--- src/hdl/tone_queue_sequencer_top_defines.svh ---
// Assertion macros shared by the tone queue sequencer RTL.
// No dependencies; included by files that carry concurrent checks.
`ifndef TONE_QUEUE_SEQUENCER_TOP_DEFINES_SVH
`define TONE_QUEUE_SEQUENCER_TOP_DEFINES_SVH

`ifndef SYNTHESIS
// Same-cycle implication, disabled while reset is asserted
`define TQS_ASSERT_SAME(lbl, clk, rst_n, ante, cons) \
    lbl: assert property (@(posedge clk) disable iff (!(rst_n)) (ante) |-> (cons)) \
        else $error("tqs check failed");
// Next-cycle implication, disabled while reset is asserted
`define TQS_ASSERT_NEXT(lbl, clk, rst_n, ante, cons) \
    lbl: assert property (@(posedge clk) disable iff (!(rst_n)) (ante) |=> (cons)) \
        else $error("tqs check failed");
`else
`define TQS_ASSERT_SAME(lbl, clk, rst_n, ante, cons)
`define TQS_ASSERT_NEXT(lbl, clk, rst_n, ante, cons)
`endif

`endif

--- src/hdl/tqs_pkg.sv ---
// Shared types and constants for the tone queue sequencer.
// No dependencies; used by tqs_cell and tone_queue_sequencer_top.
`timescale 1ns / 1ps
`default_nettype none

package tqs_pkg;

    localparam int QUEUE_DEPTH_DEF = 8;
    localparam int TICK_MS_DEF     = 10;

    localparam int TONE_W    = 5;
    localparam int DUR_W     = 16;
    localparam int ELAPSED_W = 17;
    localparam int VOL_W     = 2;
    localparam int CMD_W     = 2;
    localparam int CFG_IDX_W = 8;
    localparam int CFG_DAT_W = 5;
    localparam int QCNT_W    = 4;

    typedef enum logic [CMD_W-1:0] {
        CMD_TICK       = 2'd0,
        CMD_QUEUE      = 2'd1,
        CMD_CONTINUOUS = 2'd2,
        CMD_STOP       = 2'd3
    } t_cmd;

    typedef enum logic [2:0] {
        MODE_IDLE       = 3'b001,
        MODE_PLAYING    = 3'b010,
        MODE_CONTINUOUS = 3'b100
    } t_mode;

    localparam logic [CFG_IDX_W-1:0] CFG_VOLUME  = 8'd0;
    localparam logic [CFG_IDX_W-1:0] CFG_SILENCE = 8'd1;

    typedef struct packed {
        logic [TONE_W-1:0] tone;
        logic [DUR_W-1:0]  dur;
    } t_entry;

    // per-cell control: shift from upper neighbor, or load the new item
    typedef struct packed {
        logic shift;
        logic load;
    } t_cell_ctl;

endpackage

`default_nettype wire

--- src/hdl/tone_queue_sequencer_top.sv ---
// Tone queue sequencer top level: command decode, tone timer, drive state,
// and a row of tqs_cell slots forming the shift queue. Depends on tqs_pkg,
// tqs_cell and tone_queue_sequencer_top_defines.svh.
// The result of a command is registered and appears in the cycle after it is taken.
// Throughput: one command per cycle; busy stays low, queue shift and timer
// compare both finish in the cycle of the command.
// Reset (synchronous, active low): idle, queue empty, drive off, other registers 0; queue slots are not reset.
// Results are strobed for one cycle; the receiver cannot stall.
`timescale 1ns / 1ps
`default_nettype none

`include "tone_queue_sequencer_top_defines.svh"

module tone_queue_sequencer_top #(
    parameter int QUEUE_DEPTH = tqs_pkg::QUEUE_DEPTH_DEF,
    parameter int TICK_MS     = tqs_pkg::TICK_MS_DEF
) (
    input  wire                           i_clk,
    input  wire                           i_rst_n,
    // command channel
    input  wire                           start,
    output logic                          busy,
    input  wire  [tqs_pkg::CMD_W-1:0]     i_command,
    input  wire  [tqs_pkg::TONE_W-1:0]    i_tone,
    input  wire  [tqs_pkg::DUR_W-1:0]     i_duration_ms,
    // configuration write channel
    input  wire                           i_cfg_valid,
    output logic                          o_cfg_ready,
    input  wire  [tqs_pkg::CFG_IDX_W-1:0] i_cfg_index,
    input  wire  [tqs_pkg::CFG_DAT_W-1:0] i_cfg_data,
    // result
    output logic                          o_strobe,
    output logic                          o_drive_on,
    output logic [tqs_pkg::TONE_W-1:0]    o_drive_tone,
    output logic [tqs_pkg::VOL_W-1:0]     o_drive_volume,
    output logic                          o_indicator,
    output logic                          o_busy_res,
    output logic                          o_continuous,
    output logic [tqs_pkg::QCNT_W-1:0]    o_queue_count
);

    localparam int CNT_W = $clog2(QUEUE_DEPTH + 1);

    // ---------------------------------------------------------------
    // Configuration registers
    // ---------------------------------------------------------------
    logic [tqs_pkg::VOL_W-1:0]  r_volume;
    logic [tqs_pkg::TONE_W-1:0] r_silence;

    assign o_cfg_ready = 1'b1;

    always_ff @(posedge i_clk) begin
        if (!i_rst_n) begin
            r_volume  <= '0;
            r_silence <= '0;
        end else if (i_cfg_valid && o_cfg_ready) begin
            if (i_cfg_index == tqs_pkg::CFG_VOLUME) begin
                r_volume <= i_cfg_data[tqs_pkg::VOL_W-1:0];
            end else if (i_cfg_index == tqs_pkg::CFG_SILENCE) begin
                r_silence <= i_cfg_data[tqs_pkg::TONE_W-1:0];
            end
        end
    end

    // ---------------------------------------------------------------
    // Sequencer state
    // ---------------------------------------------------------------
    tqs_pkg::t_mode                r_mode,     n_mode;
    logic [CNT_W-1:0]              r_count,    n_count;
    logic [tqs_pkg::ELAPSED_W-1:0] r_elapsed,  n_elapsed;
    logic [tqs_pkg::DUR_W-1:0]     r_cur_dur,  n_cur_dur;
    logic                          r_drive_on, n_drive_on;
    logic [tqs_pkg::TONE_W-1:0]    r_drive_tone, n_drive_tone;
    logic [tqs_pkg::VOL_W-1:0]     r_drive_level, n_drive_level;
    logic                          r_ind,      n_ind;
    logic                          r_strobe;

    logic                          w_accept;
    logic                          w_pop;
    logic                          w_push;
    logic [tqs_pkg::ELAPSED_W-1:0] w_elapsed_inc;
    tqs_pkg::t_entry               w_head;
    tqs_pkg::t_entry               w_new;
    tqs_pkg::t_cell_ctl            w_ctl;

    // every command completes in the cycle it is taken, so the port never stalls
    assign busy     = 1'b0;
    assign w_accept = start && !busy;

    assign w_elapsed_inc = r_elapsed + tqs_pkg::ELAPSED_W'(TICK_MS);
    assign w_new         = '{tone: i_tone, dur: i_duration_ms};

    always_comb begin
        n_mode        = r_mode;
        n_count       = r_count;
        n_elapsed     = r_elapsed;
        n_cur_dur     = r_cur_dur;
        n_drive_on    = r_drive_on;
        n_drive_tone  = r_drive_tone;
        n_drive_level = r_drive_level;
        n_ind         = r_ind;
        w_pop         = 1'b0;
        w_push        = 1'b0;

        if (w_accept) begin
            case (tqs_pkg::t_cmd'(i_command))
                tqs_pkg::CMD_TICK: begin
                    if (r_mode == tqs_pkg::MODE_IDLE) begin
                        w_pop = (r_count != '0);
                    end else if (r_mode == tqs_pkg::MODE_PLAYING) begin
                        n_elapsed = w_elapsed_inc;
                        if (w_elapsed_inc >= {1'b0, r_cur_dur}) begin
                            if (r_count != '0) begin
                                w_pop = 1'b1;
                            end else begin
                                n_mode        = tqs_pkg::MODE_IDLE;
                                n_drive_on    = 1'b0;
                                n_drive_tone  = '0;
                                n_drive_level = '0;
                                n_ind         = 1'b0;
                            end
                        end
                    end
                end
                tqs_pkg::CMD_QUEUE: begin
                    // dropped when full or a continuous beep is running
                    if ((r_count < CNT_W'(QUEUE_DEPTH)) &&
                        (r_mode != tqs_pkg::MODE_CONTINUOUS)) begin
                        w_push  = 1'b1;
                        n_count = r_count + 1'b1;
                    end
                end
                tqs_pkg::CMD_CONTINUOUS: begin
                    n_mode        = tqs_pkg::MODE_CONTINUOUS;
                    n_count       = '0;
                    n_drive_on    = 1'b1;
                    n_drive_tone  = i_tone;
                    n_drive_level = r_volume;
                    n_ind         = 1'b1;
                end
                default: begin
                    // stop: queue is kept
                    n_mode        = tqs_pkg::MODE_IDLE;
                    n_drive_on    = 1'b0;
                    n_drive_tone  = '0;
                    n_drive_level = '0;
                    n_ind         = 1'b0;
                end
            endcase

            // start the head tone; the timer is not advanced on this tick
            if (w_pop) begin
                n_mode        = tqs_pkg::MODE_PLAYING;
                n_count       = r_count - 1'b1;
                n_elapsed     = '0;
                n_cur_dur     = w_head.dur;
                n_drive_on    = 1'b1;
                n_drive_tone  = w_head.tone;
                n_drive_level = r_volume;
                n_ind         = (w_head.tone != r_silence);
            end
        end
    end

    always_ff @(posedge i_clk) begin
        if (!i_rst_n) begin
            r_mode        <= tqs_pkg::MODE_IDLE;
            r_count       <= '0;
            r_elapsed     <= '0;
            r_cur_dur     <= '0;
            r_drive_on    <= 1'b0;
            r_drive_tone  <= '0;
            r_drive_level <= '0;
            r_ind         <= 1'b0;
            r_strobe      <= 1'b0;
        end else begin
            r_mode        <= n_mode;
            r_count       <= n_count;
            r_elapsed     <= n_elapsed;
            r_cur_dur     <= n_cur_dur;
            r_drive_on    <= n_drive_on;
            r_drive_tone  <= n_drive_tone;
            r_drive_level <= n_drive_level;
            r_ind         <= n_ind;
            r_strobe      <= w_accept;
        end
    end

    // ---------------------------------------------------------------
    // Queue: row of slots, slot 0 is the head. On a pop every slot takes
    // its upper neighbor (the top slot keeps its own); a push writes the slot at the fill count.
    // ---------------------------------------------------------------
    tqs_pkg::t_entry w_slot [QUEUE_DEPTH];

    assign w_ctl.shift = w_pop;
    assign w_ctl.load  = w_push;
    assign w_head      = w_slot[0];

    for (genvar g = 0; g < QUEUE_DEPTH; g++) begin : g_cell
        tqs_pkg::t_entry w_nbr;
        if (g == QUEUE_DEPTH - 1) begin : g_last
            assign w_nbr = w_slot[g];
        end else begin : g_mid
            assign w_nbr = w_slot[g+1];
        end

        tqs_cell #(
            .CNT_W (CNT_W),
            .IDX   (g)
        ) u_cell (
            .i_clk   (i_clk),
            .i_ctl   (w_ctl),
            .i_count (r_count),
            .i_nbr   (w_nbr),
            .i_new   (w_new),
            .o_entry (w_slot[g])
        );
    end

    // ---------------------------------------------------------------
    // Result ports: state after the command, registered and strobed in the cycle after the command, never later
    // ---------------------------------------------------------------
    logic [CNT_W+tqs_pkg::QCNT_W-1:0] w_count_ext;

    assign w_count_ext    = {{tqs_pkg::QCNT_W{1'b0}}, r_count};
    assign o_strobe       = r_strobe;
    assign o_drive_on     = r_drive_on;
    assign o_drive_tone   = r_drive_tone;
    assign o_drive_volume = r_drive_level;
    assign o_indicator    = r_ind;
    assign o_busy_res     = (r_mode != tqs_pkg::MODE_IDLE) || (r_count != '0);
    assign o_continuous   = (r_mode == tqs_pkg::MODE_CONTINUOUS);
    assign o_queue_count  = w_count_ext[tqs_pkg::QCNT_W-1:0];

    // ---------------------------------------------------------------
    // Checks
    // ---------------------------------------------------------------
    `TQS_ASSERT_SAME(a_off_clean, i_clk, i_rst_n, !r_drive_on, (r_drive_tone == '0) && (r_drive_level == '0))
    `TQS_ASSERT_SAME(a_idle_off, i_clk, i_rst_n, r_mode == tqs_pkg::MODE_IDLE, !r_drive_on)
    `TQS_ASSERT_SAME(a_cont_empty, i_clk, i_rst_n, r_mode == tqs_pkg::MODE_CONTINUOUS, r_count == '0)
    `TQS_ASSERT_SAME(a_count_max, i_clk, i_rst_n, 1'b1, r_count <= CNT_W'(QUEUE_DEPTH))
    `TQS_ASSERT_NEXT(a_result, i_clk, i_rst_n, w_accept, r_strobe)

endmodule

`default_nettype wire

--- src/hdl/tqs_cell.sv ---
// One queue slot: holds a tone entry, shifts toward the head on pop.
// Depends on tqs_pkg.
`timescale 1ns / 1ps
`default_nettype none

module tqs_cell #(
    parameter int CNT_W = 4,
    parameter int IDX   = 0
) (
    input  wire                        i_clk,
    input  wire  tqs_pkg::t_cell_ctl   i_ctl,
    input  wire  [CNT_W-1:0]           i_count,
    input  wire  tqs_pkg::t_entry      i_nbr,
    input  wire  tqs_pkg::t_entry      i_new,
    output tqs_pkg::t_entry            o_entry
);

    tqs_pkg::t_entry r_entry;
    tqs_pkg::t_entry n_entry;

    // load targets the first free slot only
    always_comb begin
        n_entry = r_entry;
        if (i_ctl.shift) begin
            n_entry = i_nbr;
        end else if (i_ctl.load && (i_count == CNT_W'(IDX))) begin
            n_entry = i_new;
        end
    end

    always_ff @(posedge i_clk) begin
        r_entry <= n_entry;
    end

    assign o_entry = r_entry;

endmodule

`default_nettype wire
--- config.mk ---
export PLATFORM = sky130hd
export DESIGN_NAME = tone_queue_sequencer_top
export DESIGN_NICKNAME = d
export VERILOG_FILES = /design/src/hdl/tqs_pkg.sv /design/src/hdl/tone_queue_sequencer_top.sv /design/src/hdl/tqs_cell.sv
export VERILOG_INCLUDE_DIRS = /design/src /design/src/hdl
export SDC_FILE = /design/constraint.sdc
export NUM_CORES = 1
export LEC_CHECK = 0
export BUFFER_PORTS_ARGS = -buffer_cell sky130_fd_sc_hd__buf_2
export CORE_ASPECT_RATIO = 0.75
export CORE_MARGIN = 4
export CORE_UTILIZATION = 35
export CTS_CLUSTER_SIZE = 25
export DETAILED_ROUTE_END_ITERATION = 10
export GPL_TIMING_DRIVEN = 0
export MAX_ROUTING_LAYER = met4
export PLACE_DENSITY_LB_ADDON = 0.1
export SETUP_SLACK_MARGIN = 0.15
export SLEW_MARGIN = 10
export SYNTH_ARGS = -nofsm -noshare
export SYNTH_HDL_FRONTEND = slang
export SYNTH_SLANG_ARGS = --single-unit
--- constraint.sdc ---
create_clock -name i_clk -period 3.81 [get_ports i_clk]
set_clock_uncertainty 0.1 [all_clocks]
set_input_delay 0.381 -clock i_clk [delete_from_list [all_inputs] [get_ports i_clk]]
set_output_delay 0.381 -clock i_clk [all_outputs]
set_load 0.1 [all_outputs]
==> out/results.ini, run 1 <==
[global_route]
grt_pass1_vias=6881
grt_pass1_wl_microns=39900
grt_max_degree=22
groute.usage.overall_pct=16.8
grt_overflow_total=0
antenna_found_initial=0

[drt]
drt-initial-drc-count=383
avgRoutedWirePerCell_microns=19.8
drt_pass1_iterations=4
viasPerCell=5.16
route.detailed.drc=0
num_vias=6717
wl_microns=25800
antenna_left=0

[layout]
layout.nets=992
final_cell_mix=168 x edfxtp_1, 150 x a21o_1, 72 x nand2_1, 72 x buf_2, 46 x dfxtp_1
antenna_cells=0
drive_gt1_share_pct=25.2
syn_to_final_growth_pct=27.6
final_common_cell=edfxtp_1
fillers=2469

[die]
initial_core_util_pct=35.9
die_area_sq_mm=0.0308
chipWidth_microns=201
core-area_sq_mm=0.0273
rows=52
fp.dieH_microns=153
io_pins=58

[timing]
fmax_mhz=274
setup_viol=0
worst_hold_slack_ps=24.6
rsz0062_at_grt=true
fin_crit_ps=3650
slew_viol_final=0
fin_crit_sh_pct=95.9
hold_violations=0
worst_pin_slew_ps=744
slew_headroom_pct=50.0

[synth]
syn_area_sq_mm=0.00982
synth-compound-area-share_pct=17.4
synth_top_family_by_area=compound AO/OA/AOI/OAI gates
async_flop_share_pct=0
ys_ff_latch=224
synth_fa_ha_area_share_pct=2.55
synth_area_per_cell_sq_um=12.4
yosys.area_share.simple_pct=9.85
synth_top_flop_cell=edfxtp_1
ys_types=57
synth-edff-count=168
synth_mux_area_share_pct=1.03
ys_seq_area_share_pct=62.8
yosysWarnings=0
synthCells=794
synth_xor_xnor_area_share_pct=1.60
syn_nets=854

[pwr]
p_leak_uw=0.00520
power_density_mw_per_mm2=449
peakVddDrop_v=0.000328
p_total_uw=5630

[place]
place.gp.congestion=0.819
port_buffers=55
dp_hpwl_microns=15900

[clock_tree]
cts_sinks=224
clkTransAtPathRegs_ps=60
clockBufferDepth=3
ctsHtreeMaxLevel=1
cts_tree=built
clkLatencyLatePin_ps=520
cts_buffers=24
cts_root_buf=clkbuf_16

[run_status]
status=finished clean

[job]
drv_cap=0

[critical_path]
max_stage_delay_ps=480
worstPathMaxFanout=10
end_kind=register
startpoint_type=register
crit_family=compound AO/OA/AOI/OAI gates
path_buf_inv=2
crit_chain=ha_4 -> o21ai_4 -> nor2_1 -> xor2_1 -> ha_1 -> nand4_1 -> a211oi_2 -> a211oi_2 -> o41a_1 -> o21ai_4 -> nand2_4 -> buf_12 -> and2_0 -> buf_2 -> a21o_1
path_class=register to register
crit_arrival_ps=3820
slowest_stage=o41a_1
required_ps=3970

[hold_path]
hold_path.class=primary input to register

[worst reg2reg max path: stages, from the launching register on]
cell      delay (ps)
dfxtp_2          350
ha_4             190
o21ai_4          240
nor2_1            90
xor2_1           170
ha_1             300
nand4_1          230
a211oi_2         270
a211oi_2         100
o41a_1           480
o21ai_4          100
nand2_4          120
buf_12           170
and2_0           150
buf_2            160
a21o_1           190
[per-layer routing]
layer | share of wire, % | vias up | wire length (microns) | GRT usage (%)
met3 | 3.1 | 33 | 792 | 2.20
met5 | 0 | - | 0 | -
met2 | 48 | 131 | 12300 | 27.4
li1 | - | 3175 | - | -
met1 | 48 | 3378 | 12300 | 22.9
met4 | 1.6 | 0 | 418 | 3.16
[cells in the mapped netlist, drive strengths merged, types with 2 or more instances]
cell type	instances	area (sq um)
dfxtp	56	1120
nor3b	2	20.0
conb	2	7.51
ha	20	250
xnor2	11	96.3
buf	49	335
clkbuf	13	48.8
or3	5	31.3
nor3	7	40.0
nor4	4	25.0
a21o	150	1130
xor2	7	61.3
edfxtp	168	5040
a21boi	4	30.0
nor4b	2	17.5
a211oi	6	45.0
nand4	6	37.5
mux2i	9	90.1
o21ai	16	91.3
nor2b	10	62.6
o211ai	2	15.0
o31ai	5	37.5
a21oi	46	234
nand3	19	95.1
and3	3	18.8
nand2	81	307
o21a	5	37.5
inv	21	78.8
a41oi	2	25.0
nor2	16	60.1
and2	28	175
nand2b	6	37.5
[flip-flops by register name (all words and copies together), names as in the netlist]
signal,flops
o_drive_tone,5
o_strobe,1
o_queue_count,4
r_silence,5
o_drive_volume,2
r_elapsed,16
g_cell.u_cell.o_entry,168
r_volume,2
o_drive_on,1
r_mode,3
r_cur_dur,16
o_indicator,1
[area by class of cell]
cell class              instances  area (sq um)  area share (%)
flip-flops and latches        224          6180            49.3
multi-input cells             501          3780            30.1
repair buffers                 98           689            5.50
clock buffers                  30           644            5.14
plain buffers                  62           579            4.62
well taps                     351           439            3.50
clock inverters                14           144            1.15
inverters                      21          78.8           0.629
[per-stage QoR]
stage               utilization, %  std cells  area (sq um)  setup TNS [ps]  worst slack, ps
floorplan                        -        794          9830               0             12.2
global placement              38.6       1200         10500         -209950            -1170
detailed placement            38.6       1200         10500         -250950            -1350
CTS                           44.7       1293         12200               0              153
global route                  45.9       1301         12500               0             8.16
finish                        45.9       1301         12500               0              155
[cells by family after synthesis]
| logic type | after synthesis |
|---|---|
| flip-flops | 224 |
| AND/OR/NAND/NOR | 193 |
| XOR/XNOR | 18 |
| AO/OA/AOI/OAI | 244 |
| adder cells (fa/ha/maj) | 20 |
| multiplexers | 10 |
| other | 2 |
| buffers and inverters | 83 |
[report_power, final]
part / internal [uW] / leakage, uW / switching (uW) / total [uW]
sequential: 2700 / 0.00198 / 26.2 / 2730
clock: 1400 / 0.000386 / 946 / 2350
combinational: 215 / 0.00283 / 338 / 553
[worst paths after layout]
check                                                    end  slack (ps)  cells past startpoint          start
worst max-delay path            g_cell[0].u_cell.o_entry[10]         160                     15   r_elapsed[1]
worst min-delay path                            r_silence[4]          20                      3  i_cfg_data[4]
worst max register to register  g_cell[0].u_cell.o_entry[10]         160                     15   r_elapsed[1]
worst min register to register                  r_cur_dur[1]         350                      2   r_cur_dur[1]
[what timing repair did]
action | CTS | global route
setup buffers | 10 | 7
setup endpoints to repair | 342 | 338
hold buffers | 22 | 0
resized for setup | 79 | 84
hold endpoints to repair | 22 | 0
pin swaps | 19 | 11
gates cloned | 17 | 1
No activity file was read; power rests on OpenSTA's default activity.
==> inputs of run 2 (changes only) <==
- GPL_TIMING_DRIVEN: 0 -> not set
==> run 2 against run 1 <==
Net effect:
- first-iteration DRC count shrank 28%
- count of clock-buffer cells in the layout decreased by 4
- clock power down 4%
- critical endpoint is now g_cell[0].u_cell.o_entry[17]
- critical path type unchanged
- global-route usage shrank 2.6 points
- via count decreased by 4.4%
- routed wire length decreased by 11%
- sequential power barely moved
- final cell count is 3.1% lower
- setup slack gained 12 ps
- maximum frequency is 0.34% higher
==> out/results.ini, run 2 (same netlist as run 1, synthesis figures left out) <==
[clock_tree]
cts_buffers=24
ctsHtreeMaxLevel=1
clkLatencyLatePin_ps=510
clkTransAtPathRegs_ps=60
cts_tree=built
clockBufferDepth=3
cts_sinks=224
cts_root_buf=clkbuf_16

[drt]
avgRoutedWirePerCell_microns=18.2
num_vias=6419
drt-initial-drc-count=277
drt_pass1_iterations=4
route.detailed.drc=0
antenna_left=0
wl_microns=22900
viasPerCell=5.09

[timing]
setup_viol=0
slew_headroom_pct=22.3
fin_crit_ps=3640
slew_viol_final=0
fin_crit_sh_pct=95.6
hold_violations=0
rsz0062_at_grt=true
fmax_mhz=275
worst_pin_slew_ps=1160

[critical_path]
crit_chain=buf_6 -> a21oi_4 -> buf_6 -> nor2b_4 -> nand4_1 -> xnor2_2 -> ha_1 -> nand4_1 -> nor4_2 -> buf_4 -> a41oi_2 -> and4b_4 -> o21ai_4 -> nand2_2 -> buf_12 -> and2_2 -> a21o_1
end_kind=register
slowest_stage=dfxtp_2
rrSetupSlack_ps=170
max_stage_delay_ps=350
required_ps=3970
r2r_start=r_elapsed[1]
reg2reg_depth=17
path_class=register to register
worstReg2RegEnd=g_cell[0].u_cell.o_entry[17]
startpoint_type=register
critPathLaunch=r_elapsed[1]
crit_end=g_cell[0].u_cell.o_entry[17]
crit_arrival_ps=3800
worstPathMaxFanout=18

[pwr]
switching_share_pct=23.1
p_seq_share_pct=49.6
p_switching_uw=1270
p_int_uw=4230
p_leak_uw=0.00504
pwr-share-clk_pct=41.0
p_total_uw=5500
peakVddDrop_v=0.000320
power_density_mw_per_mm2=452
pwr-share-comb_pct=9.5

[place]
place.gp.congestion=0.802
dp_hpwl_microns=13700
port_buffers=55

[hold_path]
hold_path.class=primary input to register

[layout]
drive_gt1_share_pct=23.6
final_common_cell=edfxtp_1
syn_to_final_growth_pct=23.8
layout.nets=953
largest_reg_flops=168
fillers=2509
antenna_cells=0
final_cell_mix=168 x edfxtp_1, 150 x a21o_1, 74 x nand2_1
utilization_pct=44.5

[run_status]
status=finished clean

[global_route]
grt_overflow_total=0
antenna_found_initial=0
grt_max_degree=44
grt_pass1_vias=6674
grt_pass1_wl_microns=35000
groute.usage.overall_pct=14.2

[die]
initial_core_util_pct=35.9
io_pins=58
core-area_sq_mm=0.0273
die_area_sq_mm=0.0308
chipWidth_microns=201
rows=52
fp.dieH_microns=153

[job]
drv_cap=0

run 2: metal layers:
layer / share of wire, % / global-route usage [%] / vias to the layer above
li1: - / - / 3069
met4: 1.6 / 3.12 / 0
met1: 48 / 19.1 / 3241
met3: 2.8 / 2.22 / 26
met2: 48 / 23.0 / 83
met5: 0 / - / -
run 2: worst min-delay path by stage:
stage                     startpoint                     endpoint  slack (ps)  cells past startpoint
finish              i_duration_ms[9]  g_cell[7].u_cell.o_entry[9]          20                      1
global route        i_duration_ms[0]  g_cell[7].u_cell.o_entry[0]        -0.7                      1
detailed placement      r_cur_dur[1]                 r_cur_dur[1]         350                      2
CTS                 i_duration_ms[0]  g_cell[7].u_cell.o_entry[0]           1                      1
floorplan              r_cur_dur[10]                r_cur_dur[10]         340                      2
global placement        r_cur_dur[9]                 r_cur_dur[9]         350                      2
run 2: what timing repair did:
| item | CTS | global route |
|---|---|---|
| cloned | 2 | 9 |
| hold buffers | 21 | 0 |
| endpoints found under the hold margin | 21 | 0 |
| resized for setup | 41 | 66 |
| setup buffers | 3 | 8 |
| pin swaps | 8 | 33 |
| endpoints found under the setup margin | 329 | 334 |
run 2: metrics by stage:
step	hold WS [ps]	instances	cell area, sq um	TNS (ps)	worst slack [ps]
4_1_cts	1.05	1244	11700	0	146
3_5_place_dp	353	1175	10600	-3560	-76.4
3_3_place_gp	354	1175	10600	-4920	-89.0
6_report	15.8	1261	12200	0	167
2_1_floorplan	336	794	9830	0	12.2
5_1_grt	-0.704	1261	12200	0	21.7
run 2: worst max-delay path: cells and delay by family, from the launching register on:
kind | cells | cell delay [ps]
AND/OR/NAND/NOR | 7 | 1350
XOR/XNOR | 1 | 190
AO/OA/AOI/OAI | 4 | 480
flip-flops | 1 | 350
adder cells (fa/ha/maj) | 1 | 320
buffers and inverters | 4 | 600
run 2: power groups by stage:
stage	Combinational, uW	Clock [uW]	Sequential, uW
CTS	485	2320	2730
global placement	446	0	2780
detailed placement	456	0	2780
floorplan	277	0	2830
finish	520	2250	2730
global route	567	2420	2730
run 2: area by class of cell:
cell class                      instances  area [sq um]  area share [%]
Clock buffer                           26           629            5.18
Timing Repair Buffer                  134          1280            10.5
Tap cell                              351           439            3.61
Clock inverter                         17           129            1.06
Inverter                               21          78.8           0.648
Sequential cell                       224          6170            50.8
Multi-Input combinational cell        488          3430            28.2
